## config.mk

```make
export PLATFORM = sky130hd
export DESIGN_NAME = skt_ram
export DESIGN_NICKNAME = d
export VERILOG_FILES = /design/src/design/skt_pkg.sv /design/src/design/skt_ram.sv
export SDC_FILE = /design/constraint.sdc
export NUM_CORES = 2
export LEC_CHECK = 0
export CORE_MARGIN = 1
export CORE_UTILIZATION = 25
export DETAILED_ROUTE_END_ITERATION = 8
export DONT_BUFFER_PORTS = 1
export GPL_TIMING_DRIVEN = 0
export PLACE_DENSITY_LB_ADDON = 0.2
export SYNTH_ARGS = -nofsm -noshare
export SYNTH_HDL_FRONTEND = slang
export SYNTH_SLANG_ARGS = --single-unit
```

## constraint.sdc

```tcl
create_clock -name i_clk -period 12.8 [get_ports i_clk]
set_clock_uncertainty 0.2 [all_clocks]
set_input_delay 1.28 -clock i_clk [delete_from_list [all_inputs] [get_ports i_clk]]
set_output_delay 1.28 -clock i_clk [all_outputs]
set_load 0.005 [all_outputs]
```

## src/design/skt_pkg.sv

```systemverilog
package skt_pkg;

    typedef enum logic [1:0] {
        MODE_INSERT = 2'd0,
        MODE_LOOKUP = 2'd1,
        MODE_UPDATE = 2'd2,
        MODE_DELETE = 2'd3
    } t_mode;

    typedef enum logic [1:0] {
        ST_OK        = 2'd0,
        ST_NOT_FOUND = 2'd1,
        ST_DUPLICATE = 2'd2,
        ST_FULL      = 2'd3
    } t_status;

    typedef struct packed {
        logic lt;
        logic eq;
    } t_cmp_res;

    localparam int unsigned KEY_W   = 32;
    localparam int unsigned PAY_W   = 32;
    localparam int unsigned POS_W   = 6;
    localparam int unsigned COUNT_W = 7;

endpackage

```

## src/design/skt_ram.sv

```systemverilog
module skt_ram #(
    parameter int unsigned DEPTH = 64,
    parameter int unsigned AW    = 6
) (
    input  logic                          i_clk,
    input  logic                          i_we,
    input  logic [AW-1:0]                 i_waddr,
    input  logic [skt_pkg::KEY_W-1:0]     i_wkey,
    input  logic [skt_pkg::PAY_W-1:0]     i_wpay,
    input  logic [AW-1:0]                 i_raddr,
    output logic [skt_pkg::KEY_W-1:0]     o_rkey,
    output logic [skt_pkg::PAY_W-1:0]     o_rpay
);

    logic [skt_pkg::KEY_W-1:0] r_key_mem [DEPTH];
    logic [skt_pkg::PAY_W-1:0] r_pay_mem [DEPTH];

    always_ff @(posedge i_clk) begin
        if (i_we) begin
            r_key_mem[i_waddr] <= i_wkey;
            r_pay_mem[i_waddr] <= i_wpay;
        end
    end

    always_ff @(posedge i_clk) begin
        o_rkey <= r_key_mem[i_raddr];
        o_rpay <= r_pay_mem[i_raddr];
    end

endmodule

```

==> qor.txt <==
Total CTS buffers = 464
Worst reg2reg path endpoint = o_rpay[16]
Sink Count = 4,160
Vias/cell = 5.008
Clk buf depth = 4
Initial Util = 25.13%
Critical path depth = 8
Post-CTS setup buffer count = 0
TritonCTS clock tree = built
Die height = 791.5 µm
Metal3 WL = 49,000 µm
Routed len/inst = 38.76 µm
Area after DPL = 173,800 µm²
Failing checks = capacitance limit, slew limit
Slew HR = -5.489%
Max Clock Freq = 199.4 MHz
Num ports = 142
Req. time, crit path = 13,500 ps
Post-synthesis sequential area ratio = 79.75%
Leak = 57.44 nW
DP Wirelength = 433,800 µm
Pins Over Slew Limit = 11
Total of max-cap violations = 2
CP bufs+invs = 4
Iteration-0 DRC Markers = 11.15k
CP cell instances = buf_4 > buf_4 > buf_2 > nand2_1 > clkbuf_1 > o221ai_1 > a21oi_1 > o211a_1
Root buf cell = clkbuf_16
Synthesis warning total = 0
DR pass1 iterations = 5
R2R Path Start = r_pay_mem[34][16]
#FFs+latches synth = 4,160
Non-Filler Instances = 16.04k
Post-synth net total = 6,583
Setup CP Type = in2reg
Period utilization = 39.19%
Largest net degree at the start of global routing = 65
Wl on met1 = 244,100 µm
Met2 Routed Length = 302,700 µm
Setup TNS = 0 ps
Skew-Pair Late Insertion Delay = 1060 ps
Worst-Margin Slew = 1582 ps
Kind of end point of the critical path = register
Final hold vios = 0
Die Area = 626,500 µm²
# rows = 289
Top sig layer = met5
WL final = 621,500 µm
First-pass GRT wire length = 796,400 µm
Crit path DAT = 5710 ps
RSZ-0062 raised after global routing = false
Final min period = 5016 ps
Dpl cells = 15.13k
Pre-CTS setup slack = 6924 ps
Mapped Cells = 6,505
Core area = 620,100 µm²
Total track usage = 19.29%
Layout area overhead = 21.07%
Post-CTS resize count = 0
Share of layout cells above drive strength 1 = 30.18%
Port Buf Inserts = 0
Crit path max-delay family = buffers and inverters
Hold Crit Class = in2reg
Post-DRT Antenna Nets = 0
Hold buffers post-CTS = 0
Worst-path clk slew = 60 ps
H-Tree Level Count = 5
Pwr dens = 157.3 nW/µm²
CP max stage delay = 1150 ps
Maximum VDD drop = 119.3 µV
Overall Power = 29.69 mW
Outcome = complete, but fails checks
CP Capture Point = o_rpay[9]
Post-route setup slack = 7784 ps
Cell variety after synth = 30
Max FO, Critical Path = 19
CP Launch Type = input port
Final Cell Area = 188,700 µm²
Vias in the first global route = 79.30k
Via count of the routed design = 80.31k
Die width = 791.5 µm
Initial antenna violation count = 33
Syn_area_per_cell = 23.96 µm²
Reg2reg setup slack = 10,290 ps
Final Wtd Congestion = 0.7487
Critical path's slowest cell = buf_2
Cell Area, Synth = 155,800 µm²
GR Overflow Total = 0
Most numerous cell on the critical path = buf_4
Number of setup violations in the final report = 0
DRC viols = 0
CP startpoint = i_raddr[1]
Worst reg-to-reg path cell count = 4
Fin nets = 7,382
-- how the worst min path moves through the flow --
stage                      from                 to  slack (ps)  cells after the start
3_5_place_dp   r_key_mem[7][12]         o_rkey[12]         780                      4
2_1_floorplan  r_key_mem[14][0]          o_rkey[0]         580                      4
6_report             i_wkey[26]   r_key_mem[4][26]         120                      0
5_1_grt              i_wkey[24]  r_key_mem[14][24]          70                      0
3_3_place_gp   r_key_mem[4][12]         o_rkey[12]         790                      4
4_1_cts              i_wpay[11]  r_pay_mem[10][11]          20                      0
-- cell families after synthesis --
family / after synthesis / synth area share, %
AOI/OAI and AO/OA: 575 / 2.803
muxes: 1114 / 15.38
DFF: 4160 / 79.75
and+or+nand+nor: 278 / 0.8310
buffers and inverters: 378 / 1.242
-- sequential cells by signal, summed over array words and instances (netlist names) --
name and flops:
o_rkey 32, r_pay_mem 2048, r_key_mem 2048, o_rpay 32
-- metal layers --
metal,track usage (%),up-vias
met2,32.36,3981
li1,-,30110
met3,4.278,938
met1,24.56,45270
met5,0,-
met4,6.858,4
-- power by group --
part / switching, mW / internal (mW)
Combinational: 0.910 / 0.473
Sequential: 0.0355 / 15.1
Clock: 5.70 / 7.49
Total: 6.65 / 23.0
-- synth_stat cells --
library cell,number,area share [%]
edfxtp_1,4096,79
mux4_2,1024,15
a22oi_1,256,1.2
clkbuf_1,140,0.34
buf_2,136,0.44
nand3_1,133,0.43
nor2_1,110,0.26
o22ai_1,102,0.41
mux2i_1,90,0.58
dfxtp_1,64,0.82
o211a_1,64,0.41
o221ai_1,64,0.36
a211oi_1,63,0.30
buf_4,50,0.24
buf_1,29,0.070
a21oi_1,25,0.080
buf_6,21,0.15
nand2_1,7,0.017
nor2b_1,7,0.028
nand2b_1,4,0.016
nand3b_1,4,0.019
and2_1,3,0.012
or3_1,3,0.012
or2_2,2,0.0080
or3b_1,2,0.011
or3b_2,2,0.011
a221oi_1,1,0.0056
clkbuf_2,1,0.0032
inv_2,1,0.0024
nand4_1,1,0.0040
-- stage by stage --
step / hold WS [ps] / util, %
after floorplan: 583.2 / -
after detailed placement: 775.6 / 28.03
after CTS: 20.78 / 30.41
after global routing: 67.23 / 30.42
after global placement: 789.0 / 26.80
final: 117.6 / 30.43
-- layout make-up --
| class | instances | area [µm²] |
|---|---|---|
| multi-input cells | 1967 | 30120 |
| clock buffers | 585 | 12190 |
| fillers | 59380 | 431500 |
| clock inverters | 277 | 2586 |
| flip-flops and latches | 4160 | 124300 |
| well taps | 8293 | 10380 |
| plain buffers | 377 | 1984 |
| diodes | 43 | 107.6 |
| repair buffers | 333 | 7034 |
| inverters | 1 | 3.754 |
-- placed cells by master, fill, tap and decap left out, types with 46 or more instances in the layout --
cell type	instances
clkinv_2	88
clkbuf_1	222
buf_2	139
o221ai_1	64
nor2_4	64
dfxtp_1	64
buf_12	284
mux2i_1	90
a22oi_1	256
o22ai_1	102
clkbuf_16	470
nor2_1	46
buf_16	49
a211oi_1	61
nand3_1	133
edfxtp_1	4096
mux4_2	1024
o211a_1	64
clkinv_1	95
buf_4	50
-- worst register-to-register path, cell delays in order, from the launching register on --
cell      delay (ps)
edfxtp_1         330
mux4_2           240
o22ai_1           90
a211oi_1        1090
o211a_1          440
Note: power is estimated with default switching activity, not from simulation.
