==> src/design/skt_pkg.sv <==
package skt_pkg;

    typedef enum logic [1:0] {
        MODE_INSERT = 2'd0,
        MODE_LOOKUP = 2'd1,
        MODE_UPDATE = 2'd2,
        MODE_DELETE = 2'd3
    } t_mode;

    typedef enum logic [1:0] {
        ST_OK        = 2'd0,
        ST_NOT_FOUND = 2'd1,
        ST_DUPLICATE = 2'd2,
        ST_FULL      = 2'd3
    } t_status;

    typedef struct packed {
        logic lt;
        logic eq;
    } t_cmp_res;

    localparam int unsigned KEY_W   = 32;
    localparam int unsigned PAY_W   = 32;
    localparam int unsigned POS_W   = 6;
    localparam int unsigned COUNT_W = 7;

endpackage

==> src/design/skt_cmp.sv <==
module skt_cmp (
    input  logic [skt_pkg::KEY_W-1:0] i_a,
    input  logic [skt_pkg::KEY_W-1:0] i_b,
    output skt_pkg::t_cmp_res         o_res
);

    always_comb begin
        o_res.lt = $signed(i_a) < $signed(i_b);
        o_res.eq = i_a == i_b;
    end

endmodule

==> config.mk <==
export PLATFORM = sky130hd
export DESIGN_NAME = skt_cmp
export DESIGN_NICKNAME = d
export VERILOG_FILES = /design/src/design/skt_pkg.sv /design/src/design/skt_cmp.sv
export SDC_FILE = /design/constraint.sdc
export NUM_CORES = 1
export LEC_CHECK = 0
export BUFFER_PORTS_ARGS = -buffer_cell sky130_fd_sc_hd__buf_2
export CORE_AREA = 2 2 44 54
export DETAILED_ROUTE_END_ITERATION = 6
export DIE_AREA = 0 0 46 56
export MAX_ROUTING_LAYER = met4
export PLACE_DENSITY = 0.87
export SLEW_MARGIN = 20
export SYNTH_ARGS = -nofsm -noshare
export SYNTH_HDL_FRONTEND = slang
export SYNTH_SLANG_ARGS = --single-unit
==> constraint.sdc <==
create_clock -name vclk -period 1.85
set_input_delay 0.2775 -clock vclk [all_inputs]
set_output_delay 0.2775 -clock vclk [all_outputs]
set_load 0.01 [all_outputs]
==> results of run 1 <==
-- kinds of logic after synthesis --
family                     after synthesis  synth area share [%]
adders and majority gates               32                 48.78
and+or+nand+nor                         24                 16.01
buffers and inverters                   32                 14.63
AOI/OAI and AO/OA                       25                 20.58
-- power by group through the flow --
| stage | logic (µW) | clock network (µW) | registers, µW |
|---|---|---|---|
| 6_report | 303 | 0 | 0 |
| 2_1_floorplan | 128 | 0 | 0 |
| 4_1_cts | 291 | 0 | 0 |
| 3_5_place_dp | 247 | 0 | 0 |
| 3_3_place_gp | 239 | 0 | 0 |
| 5_1_grt | 345 | 0 | 0 |
-- synthesized netlist by cell type --
library cell | number | area (µm²)
a221oi_1 | 1 | 8.760
o22ai_2 | 1 | 12.51
o21ai_1 | 1 | 5.000
nor4_1 | 1 | 6.260
a221o_1 | 1 | 10.01
nand4_1 | 6 | 37.54
ha_1 | 32 | 400.4
nand4_2 | 1 | 12.51
nand3_1 | 2 | 10.01
a21oi_1 | 11 | 55.05
o31a_1 | 1 | 8.760
nor2_1 | 4 | 15.01
nor3_1 | 1 | 5.000
a21o_1 | 2 | 15.01
a21boi_2 | 1 | 11.26
nor4_2 | 1 | 12.51
inv_1 | 32 | 120.1
nand2_1 | 7 | 26.28
a211oi_1 | 1 | 7.510
a21oi_2 | 1 | 8.760
o2111ai_1 | 1 | 8.760
o211ai_1 | 1 | 7.510
o21ai_0 | 2 | 10.01
nor2b_1 | 1 | 6.260
-- through the flow --
step | util (%) | setup WS (ps) | TNS, ps
global route | 70.74 | -207.1 | -296.6
detailed placement | 60.99 | -222.3 | -267.7
floorplan | - | 32.77 | 0
global placement | 60.99 | -200.7 | -225.2
finish | 70.74 | -93.44 | -93.44
CTS | 69.57 | -104.1 | -104.1
-- cell type report --
type / instances / share of cell area [%]
inverter: 32 / 8.377
multi-input combinational: 81 / 61.26
tap: 20 / 1.745
timing repair buffer: 75 / 28.62
-- layer usage --
metal	vias to the layer above	part of all wire, %	track usage (%)
met5	-	0	-
met4	0	0	0
met3	0	7.0	0.3247
met2	42	57	36.11
met1	449	36	15.77
li1	548	-	-
-- repair_timing --
action / CTS / global route
endpoints found under the setup margin: 2 / 2
pin swaps: 13 / 3
hold buffers: 0 / 0
buffers inserted: 1 / 0
resized for setup: 27 / 5
-- worst max-delay path, cell delays in order --
cell,delay (ps)
buf_2,110
ha_4,270
nand4_1,200
nor4_4,260
a21boi_2,180
o31a_1,150
o22ai_2,60
buf_2,150
-- final timing paths --
| path | from | to | depth (start not counted) |
|---|---|---|---|
| setup / recovery | i_a[14] | o_res[1] | 8 |
| hold / removal | i_b[0] | o_res[0] | 5 |
==> run metrics, run 1 <==
status=finished, violations left; failing checks=setup timing; Hold Crit Class=input pin to primary output; maximum vdd drop=roughly 120 µV; switching share of total power=between 40% and 50%; I/O Pins=66; fin cells=roughly 210; Leak=0.0008147 µW; Int Pwr=~170 µW; total power=around 300 µW; grt total ovfl=0; placed cells=207; Critical Setup Path Class=input pin to primary output; arrival time worst endpoint=1670 ps; num rows=18; Synth cell types=24; First-pass DRT Iterations=4; Core Box Area=around 0.002 mm²; max-capacitance violation count=0; DRC viols=0; Logic pwr share=100.0%; vias per cell=between 4 and 5; Max-slew headroom=80.46%; Max Clock Freq=between 0.5 and 0.6 GHz; synthesized cell area=between 800 and 900 µm²; initial core utilization=about two fifths; Cell Area, Placed=between 0.001 and 0.0015 mm²; routed vias=between 1000 and 1500; Slew @ Worst Pin=just under 300 ps; commonest non-fill, non-tap cell in the layout=buf_2; first-pass GRT wire length=between 3000 and 4000 µm; worst hold margin=1057 ps; Buffers on Ports=66; Data required, critical path=about 1600 ps; global placer's final weighted congestion=slightly above 0.7; power share of the sequential group=0%; commonest non-fill, non-tap cells in the layout=buf_2, inv_1, ha_1, ha_4; Clock Power Share=0%; WL per Instance=between 10 and 15 µm; routed wire length=2230 µm; syn nets=between 200 and 250; vias in the first global route=around 1000; Synth Area per Inst=between 7 and 8 µm²; final worst slack=-93.44 ps; drt initial violations=4; Final Slew Violations=0; CLK BUF=0; Die Wd=about 46 µm; Final HPWL DP=about 1800 µm; Fin. Hold Viols=0; fraction of layout cells with a size suffix above 1=between 50% and 60%; PD cells=~210 mW/mm²; Finish-stage setup viols=1; die area=~0.0026 mm²; antenna violations before repair=0; P_sw=about 140 µW; Critical Path Fanout Max=3; area of the multi-input gates=just under 900 µm²; register area share after synthesis=0%; post-layout min period=~2000 ps; # diodes=0; fin crit share=105.1%; Layout Nets=approximately 290; Die Y-Extent=between 50 and 60 µm; antenna viol nets, final=0; element type at the critical path end=primary output; sequential cell count=0; area grow syn2layout=74.70%; GRT Util Overall=between 10% and 20%; FILL cells=between 150 and 200; post-route design area=0.001434 mm²; Critical Path Source Type=input pin; largest net degree at the start of global routing=5; Sequential Area=0 µm²; Mapped Cells=between 100 and 150; RSZ-0062 raised after global routing=yes; Yosys warning count=0
No activity file was read; power rests on OpenSTA's default activity.
==> run 2: changes to the inputs <==
==> config.mk (replaced) <==
export PLATFORM = sky130hd
export DESIGN_NAME = skt_cmp
export DESIGN_NICKNAME = d
export VERILOG_FILES = /design/src/design/skt_pkg.sv /design/src/design/skt_cmp.sv
export SDC_FILE = /design/constraint.sdc
export NUM_CORES = 1
export LEC_CHECK = 0
export CORE_AREA = 2 2 40 42
export DETAILED_ROUTE_END_ITERATION = 6
export DIE_AREA = 0 0 42 44
export DONT_BUFFER_PORTS = 1
export PLACE_DENSITY = 0.79
export SLEW_MARGIN = 20
export SYNTH_ARGS = -nofsm -noshare
export SYNTH_HDL_FRONTEND = slang
export SYNTH_SLANG_ARGS = --single-unit
==> run 2 against run 1 <==
Against the previous run: the flow now finishes without violations; wire length shrank 10%; combinational power shrank 25%; die area shrank 28%; sequential share of layout area is the same; setup slack gained 170 ps; final area shrank 21%; core utilization grew 9.2 points; first-iteration DRC count grew 100%; critical endpoint is now o_res[0]; highest routed layer is now met4.
==> run metrics, run 2 (same netlist as run 1, synthesis figures left out) <==
max-capacitance violation count=0; commonest non-fill, non-tap cells in the layout=inv_1, ha_4, ha_1, inv_2; fin crit share=96.03%; Post-CTS Setup Inserts=0; placed cells=134; Hold-fix buffers, CTS=0; antenna violations before repair=0; status=finished clean; Max stage delay on crit path=approximately 380 ps; Finish-stage setup viols=0; Sequential Area=0 µm²; sequential cell count=0; Top delay family on crit path=simple AND/OR/NAND/NOR gates; Crit path buffers/inverters=1; DRC viols=0; antenna viol nets, final=0; # diodes=0; worst hold stages=3; fraction of layout cells with a size suffix above 1=37.29%; area grow syn2layout=38.26%; vias per cell=about 6.1; first-pass GRT wire length=around 2500 µm; post-layout min period=1777 ps; worst hold margin=886.2 ps; Layout Nets=roughly 220; maximum vdd drop=between 100 and 150 µV; I/O Pins=66; Data required, critical path=roughly 1600 ps; Leak=a little over 0.0005 µW; Core Box Area=0.001419 mm²; CLK BUF=0; CP max-delay cell=nor4_2; fin cells=~130; initial core utilization=57.85%; Final HPWL DP=~1600 µm; PD cells=between 200 and 250 mW/mm²; GRT Util Overall=about 17%; cells along the critical path=inv_1 -> ha_4 -> nand4_1 -> nor4_2 -> nand2_1 -> nor2_1; hold path startpoint=i_a[31]; Final Slew Violations=0; Critical Path Source Type=input pin; largest net degree at the start of global routing=5; First-pass DRT Iterations=4; arrival time worst endpoint=1500 ps; Fin. Hold Viols=0; Critical Path Fanout Max=3; element type at the critical path end=primary output; WL per Instance=about 15 µm; hold endpoint=o_res[1]; die area=0.001848 mm²; Die Wd=about 42 µm; Max-slew headroom=around four fifths; drt initial violations=8; routed vias=just over 800; Slew @ Worst Pin=~290 ps; commonest non-fill, non-tap cell in the layout=inv_1; Buffers on Ports=0; vias in the first global route=roughly 720; grt total ovfl=0; Die Y-Extent=between 40 and 50 µm; global placer's final weighted congestion=around 0.78; num rows=14; routed wire length=1997 µm; Hold Crit Class=input pin to primary output; Critical Setup Path Class=input pin to primary output; Max Clock Freq=~0.56 GHz
[run 2: changes by cell type in the layout (fill, tap and decap cells not counted), moves of 2 or more]
cell / change
ha_1: -6
ha_4: +6
buf_2: -64
buf_4: -4
buf_6: -2
[run 2: where the power goes]
part / internal (µW) / switching (µW)
combinational: 118 / 110
sequential: 0 / 0
clock: 0 / 0
total: 118 / 110
[run 2: layout make-up]
type / count / area (µm²)
Multi-Input combinational cell: 81 / 957.2
Fill cell: 86 / 284.0
Inverter: 32 / 120.1
Timing Repair Buffer: 5 / 37.54
Tap cell: 16 / 20.02
[run 2: per-layer routing]
metal	up-vias	global-route usage, %	part of all wire [%]
met1	370	15.06	36
met5	-	0	0
met2	36	41.56	57
met4	0	0	1.4
met3	4	0.8333	5.3
li1	407	-	-
[run 2: through the flow]
step / TNS (ps) / setup WS, ps / power [µW] / area (µm²) / utilization [%]
final: 0 / 73.45 / 227.8 / 1135 / 79.98
after global routing: -21.90 / -21.90 / 264.4 / 1135 / 79.98
after CTS: 0 / 11.04 / 171.6 / 890.9 / 62.79
after detailed placement: -40.68 / -40.68 / 168.4 / 878.3 / 61.90
after global placement: -39.05 / -39.05 / 158.5 / 878.3 / 61.90
after floorplan: 0 / 32.77 / 128.1 / 820.8 / -
[run 2: how the worst max path moves through the flow]
stage,startpoint,end,depth (start not counted)
after floorplan,i_b[14],o_res[1],7
after global placement,i_b[14],o_res[1],7
after detailed placement,i_b[5],o_res[1],7
after CTS,i_b[7],o_res[1],7
after global routing,i_b[27],o_res[1],7
final,i_b[27],o_res[0],6
[run 2: what timing repair did]
action / CTS / global route
resized for setup: 2 / 35
setup endpoints to repair: 1 / 2
pin swaps: 3 / 18
==> run 3: changes to the inputs <==
--- a/config.mk
+++ b/config.mk
@@ -9,7 +9,9 @@
 export DETAILED_ROUTE_END_ITERATION = 6
 export DIE_AREA = 0 0 42 44
 export DONT_BUFFER_PORTS = 1
+export MAX_ROUTING_LAYER = met4
 export PLACE_DENSITY = 0.79
+export RECOVER_POWER = 50
 export SLEW_MARGIN = 20
 export SYNTH_ARGS = -nofsm -noshare
 export SYNTH_HDL_FRONTEND = slang
==> run 3 against run 2 <==
Against the previous run: via count stayed put; first-iteration DRC count unchanged; sequential share of layout area is the same; combinational power about the same; cell count unchanged; fmax unchanged; highest routed layer unchanged; non-clock buffer count unchanged; critical path type unchanged; hold slack unchanged; largest power group unchanged.
==> run metrics, run 3 (same netlist as run 1, synthesis figures left out) <==
status=finished clean; Leak=0.0005196 µW; Finish-stage setup viols=0; commonest non-fill, non-tap cells in the layout=inv_1, ha_4, ha_1, inv_2; cells along the critical path=inv_1 -> ha_4 -> nand4_1 -> nor4_2 -> nand2_1 -> nor2_1; First-pass DRT Iterations=4; area grow syn2layout=38.26%; # diodes=0; antenna violations before repair=0; largest net degree at the start of global routing=5; Crit path buffers/inverters=1; first-pass GRT wire length=2518 µm; Die Y-Extent=44 µm; fin cells=between 100 and 150; placed cells=134; Final HPWL DP=approximately 1600 µm; Final Slew Violations=0; CP max-delay cell=nor4_2; max-capacitance violation count=0; Sum Neg Setup Slack=0 ps; Max-slew headroom=80.70%; post-route design area=between 0.001 and 0.0015 mm²; element type at the critical path end=primary output; routed wire length=about 2000 µm; routed vias=~820; Slew @ Worst Pin=approximately 290 ps; Buffers on Ports=0; I/O Pins=66; drt initial violations=8; num rows=14; Critical Path Fanout Max=3; WL per Instance=between 10 and 15 µm; Sequential Area=0 µm²; fin crit share=roughly 96%; Max stage delay on crit path=approximately 380 ps; initial core utilization=approximately 58%; final core occ=between 70% and 80%; die area=about 0.0018 mm²; post-layout min period=roughly 1800 ps; sequential cell count=0; Layout Nets=216; Max Clock Freq=between 0.5 and 0.6 GHz; commonest non-fill, non-tap cell in the layout=inv_1; Core Box Area=about 0.0014 mm²; vias in the first global route=between 700 and 800; GRT Util Overall=17.50%; global placer's final weighted congestion=0.7912; antenna viol nets, final=0; fraction of layout cells with a size suffix above 1=between 30% and 40%; Top delay family on crit path=simple AND/OR/NAND/NOR gates; Cell Area, Placed=about 880 µm²; maximum vdd drop=~110 µV; grt total ovfl=0; Critical Path Source Type=input pin; arrival time worst endpoint=approximately 1500 ps; Die Wd=around 42 µm; Hold Crit Class=input pin to primary output; CLK BUF=0; Critical Setup Path Class=input pin to primary output; Fin. Hold Viols=0; vias per cell=between 6 and 7; total power=around 230 µW; Data required, critical path=1570 ps; PD cells=200.8 mW/mm²; DRC viols=0
## run 3: cell counts in the layout (fill, tap and decap cells not counted)
No cell type changed its count.
## run 3: final cells by class
class              count  area, µm²
multi-input cells     81      957.2
well taps             16      20.02
repair buffers         5      37.54
inverters             32      120.1
fillers               86      284.0
## run 3: power breakdown
group | internal [µW] | switching [µW] | total, µW
Sequential | 0 | 0 | 0
Clock | 0 | 0 | 0
Combinational | 118 | 110 | 228
## run 3: tightest hold or removal path: cells and delay by family
kind | cells | cell delay (ps)
adder cells (fa/ha/maj) | 1 | 120
buffers and inverters | 1 | 110
AO/OA/AOI/OAI | 1 | 100
## run 3: metal layers
layer	GRT usage, %	share of wire, %
met1	15.56	37
met2	41.56	57
met3	0	4.7
met4	0	1.4
met5	-	0
## run 3: final timing paths
check / startpoint / to / slack (ps) / depth (start not counted)
worst max-delay path: i_b[27] / o_res[0] / 70 / 6
worst min-delay path: i_a[31] / o_res[1] / 890 / 3
## run 3: timing repair
action / in CTS / in global routing
pin swaps: 3 / 18
resized for setup: 2 / 35
endpoints found under the setup margin: 1 / 2
buffers inserted: 0 / 0
hold buffers: 0 / 0
## run 3: metrics by stage
stage | setup slack, ps | hold slack, ps
after floorplan | 32.77 | 830.7
after global placement | -39.05 | 898.3
after detailed placement | -40.68 | 900.9
after CTS | 11.04 | 900.9
after global routing | -21.90 | 900.4
final | 73.45 | 886.2
